`src/ldh_pkg.sv`:
```
`default_nettype none

package ldh_pkg;

	localparam int WAIT_W     = 48;
	localparam int CONF_W     = 64;
	localparam int SEL_W      = 6;
	localparam int KEY_W      = 6;
	localparam int RV_W       = 32;
	localparam int BIU_W      = 7;
	localparam int S_TDATA_W  = 184;
	localparam int S_TUSER_W  = 2;
	localparam int M_TDATA_W  = 40;
	localparam int Q_DEPTH    = 4;
	localparam int Q_AW       = 2;
	localparam int Q_CW       = 3;

	localparam logic [63:0] ONE_Q16 = 64'h0000_0000_0001_0000;
	localparam logic [BIU_W-1:0] BIU_RESET = 7'd33;

	typedef enum logic [1:0] {
		OP_STEP   = 2'd0,
		OP_RD_BIN = 2'd1,
		OP_RD_OVF = 2'd2,
		OP_NONE   = 2'd3
	} op_t;

	typedef enum logic [2:0] {
		K_ZERO,
		K_BIN,
		K_OVF,
		K_RD_BIN,
		K_RD_OVF
	} kind_t;

	typedef struct packed {
		kind_t             kind;
		logic [KEY_W-1:0]  key;
	} cmd_t;

	typedef struct packed {
		logic              overflowed;
		logic [KEY_W-1:0]  bin_hit;
		logic              logged;
		logic [RV_W-1:0]   read_value;
	} result_t;

endpackage

`default_nettype wire

```
`src/ldh_front.sv`:
```
`default_nettype none

module ldh_front #(
	parameter int NUM_BINS = 64
) (
	input  wire                              clk,
	input  wire                              arst_n,
	input  wire                              s_fire,
	input  wire  [ldh_pkg::S_TUSER_W-1:0]    op_in,
	input  wire  [ldh_pkg::WAIT_W-1:0]       wait_time,
	input  wire  [ldh_pkg::CONF_W-1:0]       prev_config,
	input  wire  [ldh_pkg::CONF_W-1:0]       curr_config,
	input  wire  [ldh_pkg::SEL_W-1:0]        bin_select,
	input  wire                              cfg_wr_en,
	input  wire  [ldh_pkg::BIU_W-1:0]        cfg_wr_data,
	output logic                             push,
	output ldh_pkg::cmd_t                    push_cmd
);
	import ldh_pkg::*;

	logic [63:0]       acc_q;
	logic [BIU_W-1:0]  bins_in_use_q;

	logic              valid_s1;
	op_t               op_s1;
	logic              close_s1;
	logic [63:0]       val_s1;
	logic [SEL_W-1:0]  sel_s1;

	logic [64:0]       sum;
	logic [63:0]       sat;
	logic              close;
	logic              is_step;

	logic [5:0]        msb;
	logic              pow2;
	logic [KEY_W-1:0]  key;
	logic              ov;

	assign is_step = (op_t'(op_in) == OP_STEP);
	assign sum     = {1'b0, acc_q} + 65'(wait_time);
	assign sat     = sum[64] ? {64{1'b1}} : sum[63:0];
	assign close   = (prev_config != curr_config);

	always_ff @(posedge clk or negedge arst_n) begin
		if (!arst_n) begin
			acc_q         <= '0;
			bins_in_use_q <= BIU_RESET;
			valid_s1      <= 1'b0;
		end else begin
			valid_s1 <= s_fire;
			if (s_fire && is_step) begin
				acc_q <= close ? 64'd0 : sat;
			end
			if (cfg_wr_en) begin
				bins_in_use_q <= cfg_wr_data;
			end
		end
	end

	always_ff @(posedge clk) begin
		if (s_fire) begin
			op_s1    <= op_t'(op_in);
			close_s1 <= is_step && close;
			val_s1   <= sat;
			sel_s1   <= bin_select;
		end
	end

	// Leading-one position and power-of-two test of the closed dwell time.
	always_comb begin
		msb = '0;
		for (int i = 0; i < 64; i++) begin
			if (val_s1[i]) begin
				msb = 6'(i);
			end
		end
	end

	assign pow2 = ((val_s1 & (val_s1 - 64'd1)) == 64'd0);

	always_comb begin
		if (val_s1 <= ONE_Q16) begin
			key = '0;
		end else if (pow2) begin
			key = msb - 6'd16;
		end else begin
			key = msb - 6'd15;
		end
	end

	assign ov = ({3'b000, key} >= {2'b00, bins_in_use_q}) ||
		(9'(key) >= 9'(NUM_BINS));

	always_comb begin
		push_cmd.kind = K_ZERO;
		push_cmd.key  = '0;
		case (op_s1)
			OP_STEP: begin
				if (close_s1) begin
					push_cmd.kind = ov ? K_OVF : K_BIN;
					push_cmd.key  = key;
				end
			end
			OP_RD_BIN: begin
				push_cmd.key = sel_s1;
				if (9'(sel_s1) < 9'(NUM_BINS)) begin
					push_cmd.kind = K_RD_BIN;
				end
			end
			OP_RD_OVF: begin
				push_cmd.kind = K_RD_OVF;
			end
			default: begin
				push_cmd.kind = K_ZERO;
			end
		endcase
	end

	assign push = valid_s1;

	a_close_clears_acc: assert property (@(posedge clk) disable iff (!arst_n)
		(s_fire && is_step && close) |=> (acc_q == 64'd0))
		else $error("accumulator not cleared after a closing step");

endmodule

`default_nettype wire

```
`src/ldh_queue.sv`:
```
`default_nettype none

module ldh_queue (
	input  wire                          clk,
	input  wire                          arst_n,
	input  wire                          push,
	input  ldh_pkg::cmd_t                push_cmd,
	input  wire                          pop,
	output ldh_pkg::cmd_t                head,
	output logic                         empty,
	output logic [ldh_pkg::Q_CW-1:0]     count
);
	import ldh_pkg::*;

	cmd_t             entry_q [Q_DEPTH];
	logic [Q_AW-1:0]  wr_ptr_q;
	logic [Q_AW-1:0]  rd_ptr_q;
	logic [Q_CW-1:0]  count_q;

	always_ff @(posedge clk or negedge arst_n) begin
		if (!arst_n) begin
			wr_ptr_q <= '0;
			rd_ptr_q <= '0;
			count_q  <= '0;
		end else begin
			if (push) begin
				wr_ptr_q <= wr_ptr_q + 1'b1;
			end
			if (pop) begin
				rd_ptr_q <= rd_ptr_q + 1'b1;
			end
			if (push && !pop) begin
				count_q <= count_q + 1'b1;
			end else if (pop && !push) begin
				count_q <= count_q - 1'b1;
			end
		end
	end

	always_ff @(posedge clk) begin
		if (push) begin
			entry_q[wr_ptr_q] <= push_cmd;
		end
	end

	assign head  = entry_q[rd_ptr_q];
	assign empty = (count_q == '0);
	assign count = count_q;

	a_no_overrun: assert property (@(posedge clk) disable iff (!arst_n)
		push |-> (count_q < Q_CW'(Q_DEPTH) || pop))
		else $error("command queue written while full");

	a_no_underrun: assert property (@(posedge clk) disable iff (!arst_n)
		pop |-> (count_q != '0))
		else $error("command queue read while empty");

endmodule

`default_nettype wire

```
`src/ldh_back.sv`:
```
`default_nettype none

module ldh_back #(
	parameter int NUM_BINS   = 64,
	parameter int COUNT_BITS = 32
) (
	input  wire                 clk,
	input  wire                 arst_n,
	input  ldh_pkg::cmd_t       head,
	input  wire                 empty,
	output logic                pop,
	output logic                m_valid,
	input  wire                 m_ready,
	output ldh_pkg::result_t    m_result
);
	import ldh_pkg::*;

	localparam int AW = $clog2(NUM_BINS);

	logic [COUNT_BITS-1:0]  mem_q [NUM_BINS];
	logic [NUM_BINS-1:0]    vld_q;
	logic [COUNT_BITS-1:0]  ovf_q;

	logic                   valid_s1;
	cmd_t                   cmd_s1;
	logic [COUNT_BITS-1:0]  rdata_s1;
	logic                   rvld_s1;
	logic                   fwd_s1;
	logic [COUNT_BITS-1:0]  fwd_data_s1;

	logic                   m_valid_q;
	result_t                result_q;
	result_t                res;

	logic                   fire;
	logic [AW-1:0]          head_addr;
	logic [AW-1:0]          wr_addr;
	logic                   wr_en;
	logic [COUNT_BITS-1:0]  cur;
	logic [COUNT_BITS-1:0]  wr_data;

	function automatic logic [COUNT_BITS-1:0] sat_inc(input logic [COUNT_BITS-1:0] c);
		return (c == {COUNT_BITS{1'b1}}) ? c : c + 1'b1;
	endfunction

	function automatic logic [RV_W-1:0] clip32(input logic [COUNT_BITS-1:0] c);
		logic [63:0] w;
		w = 64'(c);
		return (w > 64'h0000_0000_FFFF_FFFF) ? {RV_W{1'b1}} : w[RV_W-1:0];
	endfunction

	assign fire      = valid_s1 && (!m_valid_q || m_ready);
	assign pop       = !empty && (!valid_s1 || fire);
	assign head_addr = AW'(head.key);
	assign wr_addr   = AW'(cmd_s1.key);
	assign wr_en     = fire && (cmd_s1.kind == K_BIN);

	// A bin written in the same cycle as its read is taken from the write data.
	assign cur     = fwd_s1 ? fwd_data_s1 : (rvld_s1 ? rdata_s1 : '0);
	assign wr_data = sat_inc(cur);

	always_ff @(posedge clk) begin
		if (wr_en) begin
			mem_q[wr_addr] <= wr_data;
		end
		if (pop) begin
			rdata_s1    <= mem_q[head_addr];
			cmd_s1      <= head;
			fwd_data_s1 <= wr_data;
		end
	end

	always_ff @(posedge clk or negedge arst_n) begin
		if (!arst_n) begin
			vld_q    <= '0;
			ovf_q    <= '0;
			valid_s1 <= 1'b0;
			rvld_s1  <= 1'b0;
			fwd_s1   <= 1'b0;
		end else begin
			if (wr_en) begin
				vld_q[wr_addr] <= 1'b1;
			end
			if (fire && cmd_s1.kind == K_OVF) begin
				ovf_q <= sat_inc(ovf_q);
			end
			if (pop) begin
				valid_s1 <= 1'b1;
				rvld_s1  <= vld_q[head_addr];
				fwd_s1   <= wr_en && (wr_addr == head_addr);
			end else if (fire) begin
				valid_s1 <= 1'b0;
			end
		end
	end

	always_comb begin
		res = '0;
		case (cmd_s1.kind)
			K_BIN: begin
				res.logged  = 1'b1;
				res.bin_hit = cmd_s1.key;
			end
			K_OVF: begin
				res.logged     = 1'b1;
				res.overflowed = 1'b1;
			end
			K_RD_BIN: begin
				res.read_value = clip32(cur);
			end
			K_RD_OVF: begin
				res.read_value = clip32(ovf_q);
			end
			default: begin
				res = '0;
			end
		endcase
	end

	always_ff @(posedge clk or negedge arst_n) begin
		if (!arst_n) begin
			m_valid_q <= 1'b0;
		end else if (fire) begin
			m_valid_q <= 1'b1;
		end else if (m_ready) begin
			m_valid_q <= 1'b0;
		end
	end

	always_ff @(posedge clk) begin
		if (fire) begin
			result_q <= res;
		end
	end

	assign m_valid  = m_valid_q;
	assign m_result = result_q;

	a_ovf_only_on_cmd: assert property (@(posedge clk) disable iff (!arst_n)
		!$stable(ovf_q) |-> $past(fire && cmd_s1.kind == K_OVF))
		else $error("overflow count changed without an overflow command");

endmodule

`default_nettype wire

```
`src/log2_dwell_time_histogram_core.sv`:
```
`default_nettype none

// Channel  | Direction | Payload
// s_axis   | in        | tuser: op; tdata: wait_time, prev_config, curr_config, bin_select
// m_axis   | out       | tdata: read_value, logged, bin_hit, overflowed
// cfg      | in        | cfg_wr_data: bins_in_use, written when cfg_wr_en is high
//
// One item per cycle unless the output stalls; items cross front stage, queue, back stage.
// The bin store is a single-port-read memory whose read-modify-write is forwarded,
// so back-to-back hits on one bin need no stall.
// Reset clears every bin at once through per-bin valid bits; there is no clearing pass.
// A stalled output holds the back stage, then fills a four-entry command queue;
// s_axis_tready drops when the queue plus the front stage would exceed four entries.

module log2_dwell_time_histogram_core #(
	parameter int NUM_BINS   = 64,
	parameter int COUNT_BITS = 32
) (
	input  wire                                clk,
	input  wire                                arst_n,
	input  wire                                s_axis_tvalid,
	output logic                               s_axis_tready,
	// wait_time[47:0], prev_config[111:48], curr_config[175:112], bin_select[181:176]
	input  wire  [ldh_pkg::S_TDATA_W-1:0]      s_axis_tdata,
	// op[1:0]
	input  wire  [ldh_pkg::S_TUSER_W-1:0]      s_axis_tuser,
	output logic                               m_axis_tvalid,
	input  wire                                m_axis_tready,
	// read_value[31:0], logged[32], bin_hit[38:33], overflowed[39]
	output logic [ldh_pkg::M_TDATA_W-1:0]      m_axis_tdata,
	input  wire                                cfg_wr_en,
	input  wire  [ldh_pkg::BIU_W-1:0]          cfg_wr_data
);
	import ldh_pkg::*;

	logic             s_fire;
	logic             push;
	cmd_t             push_cmd;
	logic             pop;
	cmd_t             head;
	logic             empty;
	logic [Q_CW-1:0]  count;
	result_t          m_result;

	// The front stage holds at most one item, so credit it against the queue.
	assign s_axis_tready = ((count + Q_CW'(push)) < Q_CW'(Q_DEPTH));
	assign s_fire        = s_axis_tvalid && s_axis_tready;

	ldh_front #(
		.NUM_BINS(NUM_BINS)
	) u_front (
		.clk         (clk),
		.arst_n      (arst_n),
		.s_fire      (s_fire),
		.op_in       (s_axis_tuser),
		.wait_time   (s_axis_tdata[47:0]),
		.prev_config (s_axis_tdata[111:48]),
		.curr_config (s_axis_tdata[175:112]),
		.bin_select  (s_axis_tdata[181:176]),
		.cfg_wr_en   (cfg_wr_en),
		.cfg_wr_data (cfg_wr_data),
		.push        (push),
		.push_cmd    (push_cmd)
	);

	ldh_queue u_queue (
		.clk      (clk),
		.arst_n   (arst_n),
		.push     (push),
		.push_cmd (push_cmd),
		.pop      (pop),
		.head     (head),
		.empty    (empty),
		.count    (count)
	);

	ldh_back #(
		.NUM_BINS   (NUM_BINS),
		.COUNT_BITS (COUNT_BITS)
	) u_back (
		.clk      (clk),
		.arst_n   (arst_n),
		.head     (head),
		.empty    (empty),
		.pop      (pop),
		.m_valid  (m_axis_tvalid),
		.m_ready  (m_axis_tready),
		.m_result (m_result)
	);

	assign m_axis_tdata = m_result;

endmodule

`default_nettype wire

```
`config.mk`:
```
export PLATFORM = sky130hd
export DESIGN_NAME = log2_dwell_time_histogram_core
export DESIGN_NICKNAME = d
export VERILOG_FILES = /design/src/ldh_pkg.sv /design/src/ldh_front.sv /design/src/ldh_queue.sv /design/src/ldh_back.sv /design/src/log2_dwell_time_histogram_core.sv
export SDC_FILE = /design/constraint.sdc
export NUM_CORES = 2
export LEC_CHECK = 0
export BUFFER_PORTS_ARGS = -buffer_cell sky130_fd_sc_hd__buf_2
export CORE_MARGIN = 4
export CORE_UTILIZATION = 36
export DETAILED_ROUTE_END_ITERATION = 16
export GPL_TIMING_DRIVEN = 0
export PLACE_DENSITY = 0.58
export RECOVER_POWER = 25
export SETUP_SLACK_MARGIN = 0.4
export SKIP_LAST_GASP = 1
export SLEW_MARGIN = 40
export SYNTH_ARGS = -nofsm -noshare
export SYNTH_HDL_FRONTEND = slang
export SYNTH_SLANG_ARGS = --single-unit
```
`constraint.sdc`:
```
create_clock -name clk -period 8 [get_ports clk]
set_input_delay 0.8 -clock clk [delete_from_list [all_inputs] [get_ports clk]]
set_output_delay 0.8 -clock clk [all_outputs]
set_load 0.02 [all_outputs]
```
==> summary.md <==
| Metric | Value |
|---|---|
| Status | finished with violations |
| Failing checks | capacitance limit, slew limit |
| Slew headroom | -1.516 |
| DRC viols | 0 |
| Clock root buffer master | clkbuf_16 |
| Hold Violations, Final | 0 |
| Clock buffer depth | 4 |
| Die W | 532.7 um |
| Nets | 6002 |
| Crit share post-route | 0.8292 |
| Synth Instances | 4962 |
| Clock H-tree levels | 4 |
| Slew @ Worst Pin | 3773 ps |
| Clock Latency Late Sink | 920 ps |
| Register area | 72650 um2 |
| CTS tree | yes |
| Dpl cell area | 110500 um2 |
| Placed cell count | approximately 9100 |
| Arr. time, crit path | ~7300 ps |
| Final instance area | 117200 um2 |
| GRT Residual Overflow | 0 |
| Power per cell area | 344.3 nW/um2 |
| Count of final max-slew check failures | 305 |
| Worst setup EP type | flip-flop |
| Leak | 37.09 nW |
| Die Y-Extent | 532.7 um |
| Clock Sinks | 2449 |
| Synth Register Bits | 2449 |
| Worst-path clk slew | 60 ps |
| Port buffer count | 237 |
| Initial DRC Count | 5612 |
| Mapped Nets | between 5000 and 6000 |
| Detailed-placement wirelength estimate | 197.7 mm |
| Largest net degree at the start of global routing | 66 |
| Core area | 273900 um2 |
| Fmax | around 150 MHz |
| Register area share after synthesis | 0.7331 |
| Routed Antenna Nets | 0 |
| Avg Cell Area, Syn | approximately 20 um2 |
| CP required | 8680 ps |
| Multi-input gate area | ~26000 um2 |
| Via count | 52610 |
| Drt total wl | 274.3 mm |
| Slowest Stage Delay on Critical Path | 650 ps |
| RSZ-0062 raised after global routing | no |
| Post-place setup slack | 2139 ps |
| Drt wl/cell | 28.76 um |
| GPL Wtd Cong | 0.9930 |
| Worst vdd ir | approximately 0.24 mV |
| Setup TNS | 0 ps |
| HP Class | input pin to flip-flop |
| Area Overhead vs Synth | 18.24% |
| Aggregate global-route resource usage | 0.1904 |
| Drt first pass iters | 5 |
| Leading cell type in the layout, fill and taps excluded | edfxtp_1 |
| EDFF count, synth | 2270 |
| MaxCap Viol Count | 12 |
| PnR worst setup slack | 1366 ps |
| Vias in the first global route | around 53000 |
| Final Non-Filler Cells | ~9500 |
| Die area | 283700 um2 |
| Synth unique cells | 93 |
| Effective utilization at floorplan | 0.3619 |
| Layout Skew | about 130 ps |
| CP max stage cell | or4_1 |
| Crit-path max FO | 16 |
| Leading cell types in the layout, fill and taps excluded | 2270 x edfxtp_1, 669 x mux4_2, 276 x clkbuf_1, 251 x clkbuf_16, 236 x buf_2 |
| Rows | around 190 |
| Fillers | 23715 |
| Final setup viols | 0 |
| Post-cts sizing count | 0 |
| Min cycle time layout | 6634 ps |
| Vias/cell | 5.516 |
| Fraction of layout cells with a size suffix above 1 | 0.2955 |
| CP Cell Sequence | buf_4 > clkbuf_1 > clkbuf_1 > clkbuf_1 > a22oi_1 > inv_1 > ha_1 > inv_1 > or4_1 > or3_1 > buf_2 > or4_4 > nand3_2 > or2_1 > buf_4 > nor2_1 > a22oi_2 > buf_6 > buf_4 > buf_6 |
| Initial antenna violation count | 18 |
| Number of I/O pins | 240 |
| CTS buffer count | 248 |
| Ys flop type | edfxtp_1 |
| Mapped Area | 99100 um2 |
| Yosys warnings | 0 |
| CP Class | flip-flop to flip-flop |
| Fraction of registers with async set/reset | 0.07309 |
| First-pass GRT wire length | approximately 390 mm |
| Worst setup SP type | flip-flop |
cells by family after synthesis:
group           synth area share
flops                     0.7331
xor+xnor                 0.01617
fa+ha+maj               0.008434
mux                       0.1606
buf+inv                  0.01101
compound gates           0.03095
simple gates             0.03975
flip-flops by register name, indices dropped and copies added (netlist names), 36 cells and up:
name and flops:
u_front.val_s1 64, u_back.vld_q 64, u_front.acc_q 64, u_queue.entry_q 36, u_back.mem_q 2048, u_back.m_result 40
Yosys cell counts (all sizes together) (8+ instances only):
| master | n | area (um2) |
|---|---|---|
| nand3b | 8 | 60.06 |
| dfrtp | 177 | 4429 |
| and3 | 22 | 137.6 |
| nor4 | 40 | 284.0 |
| nand3 | 57 | 290.3 |
| or3 | 12 | 75.07 |
| buf | 61 | 276.5 |
| xor2 | 112 | 980.9 |
| nand2b | 19 | 118.9 |
| a22oi | 27 | 202.7 |
| edfxtp | 2270 | 68170 |
| a31oi | 20 | 125.1 |
| inv | 48 | 180.2 |
| mux2i | 39 | 390.4 |
| a21oi | 83 | 415.4 |
| nor2 | 181 | 681.9 |
| o21ai | 135 | 675.6 |
| clkbuf | 168 | 630.6 |
| nand2 | 210 | 790.8 |
| nor3 | 43 | 225.2 |
| a211oi | 13 | 97.59 |
| and2 | 20 | 125.1 |
| or4 | 13 | 116.4 |
| a21o | 33 | 247.7 |
| ha | 62 | 775.7 |
| o31ai | 8 | 65.06 |
| mux4 | 669 | 15070 |
| nand4 | 33 | 227.7 |
| o21a | 12 | 90.09 |
| nor2b | 14 | 95.09 |
| a22o | 50 | 437.9 |
| mux2 | 41 | 461.7 |
| xnor2 | 71 | 621.9 |
| or2 | 80 | 500.5 |
layer usage:
layer	global-route usage	vias to the layer above	wire [um]	part of all wire
li1	-	22056	-	-
met1	0.2518	27967	109000	0.40
met2	0.3165	2134	134400	0.49
met3	0.03313	453	19310	0.070
met4	0.06969	0	11590	0.042
met5	0	-	0	0
worst max-delay path, delay by kind of cell (launching register included):
kind / cells / cell delay, ps
and+or+nand+nor: 6 / 2060
DFF: 1 / 340
AOI/OAI and AO/OA: 2 / 910
adders and majority gates: 1 / 150
buffers and inverters: 11 / 2880
layout make-up:
type / count / area share
clock buffer: 316 / 0.05696
multi-input combinational: 2235 / 0.2206
clock inverter: 133 / 0.01209
sequential: 2449 / 0.6200
buffer: 229 / 0.008745
timing repair buffer: 528 / 0.04155
antenna: 9 / 0.0001922
inverter: 49 / 0.001591
tap: 3589 / 0.03832
through the flow:
step | hold slack [ps] | util | power [W]
after floorplan | 433.7 | - | 0.02352
after global placement | 443.5 | 0.3826 | 0.02868
after detailed placement | 446.5 | 0.4035 | 0.02917
after CTS | 82.28 | 0.4331 | 0.04077
after global routing | 176.6 | 0.4279 | 0.04178
final | 190.6 | 0.4279 | 0.04034
repair_timing:
| item | 4_1_cts | 5_1_grt |
|---|---|---|
| hold buffers | 1 | 0 |
| hold endpoints to repair | 53 | 0 |
| setup buffers | 0 | 0 |
where the power goes:
part / switching (W) / internal [W]
clock network: 0.00485 / 0.00674
logic: 0.00784 / 0.00524
registers: 0.000401 / 0.0153
worst paths after layout:
check,startpoint,end,slack [ps],cells after the start
setup reg to reg,u_back.fwd_s1,u_back.mem_q[53][19],1370,20
hold reg to reg,u_back.vld_q[27],u_back.vld_q[27],470,1
hold / removal,cfg_wr_data[0],u_front.bins_in_use_q[0],190,2
min in group asynchronous,arst_n,u_front.acc_q[17],1630,2
setup / recovery,u_back.fwd_s1,u_back.mem_q[53][19],1370,20
max in group asynchronous,arst_n,u_back.vld_q[53],2960,5
(Power assumes the default switching activity.)
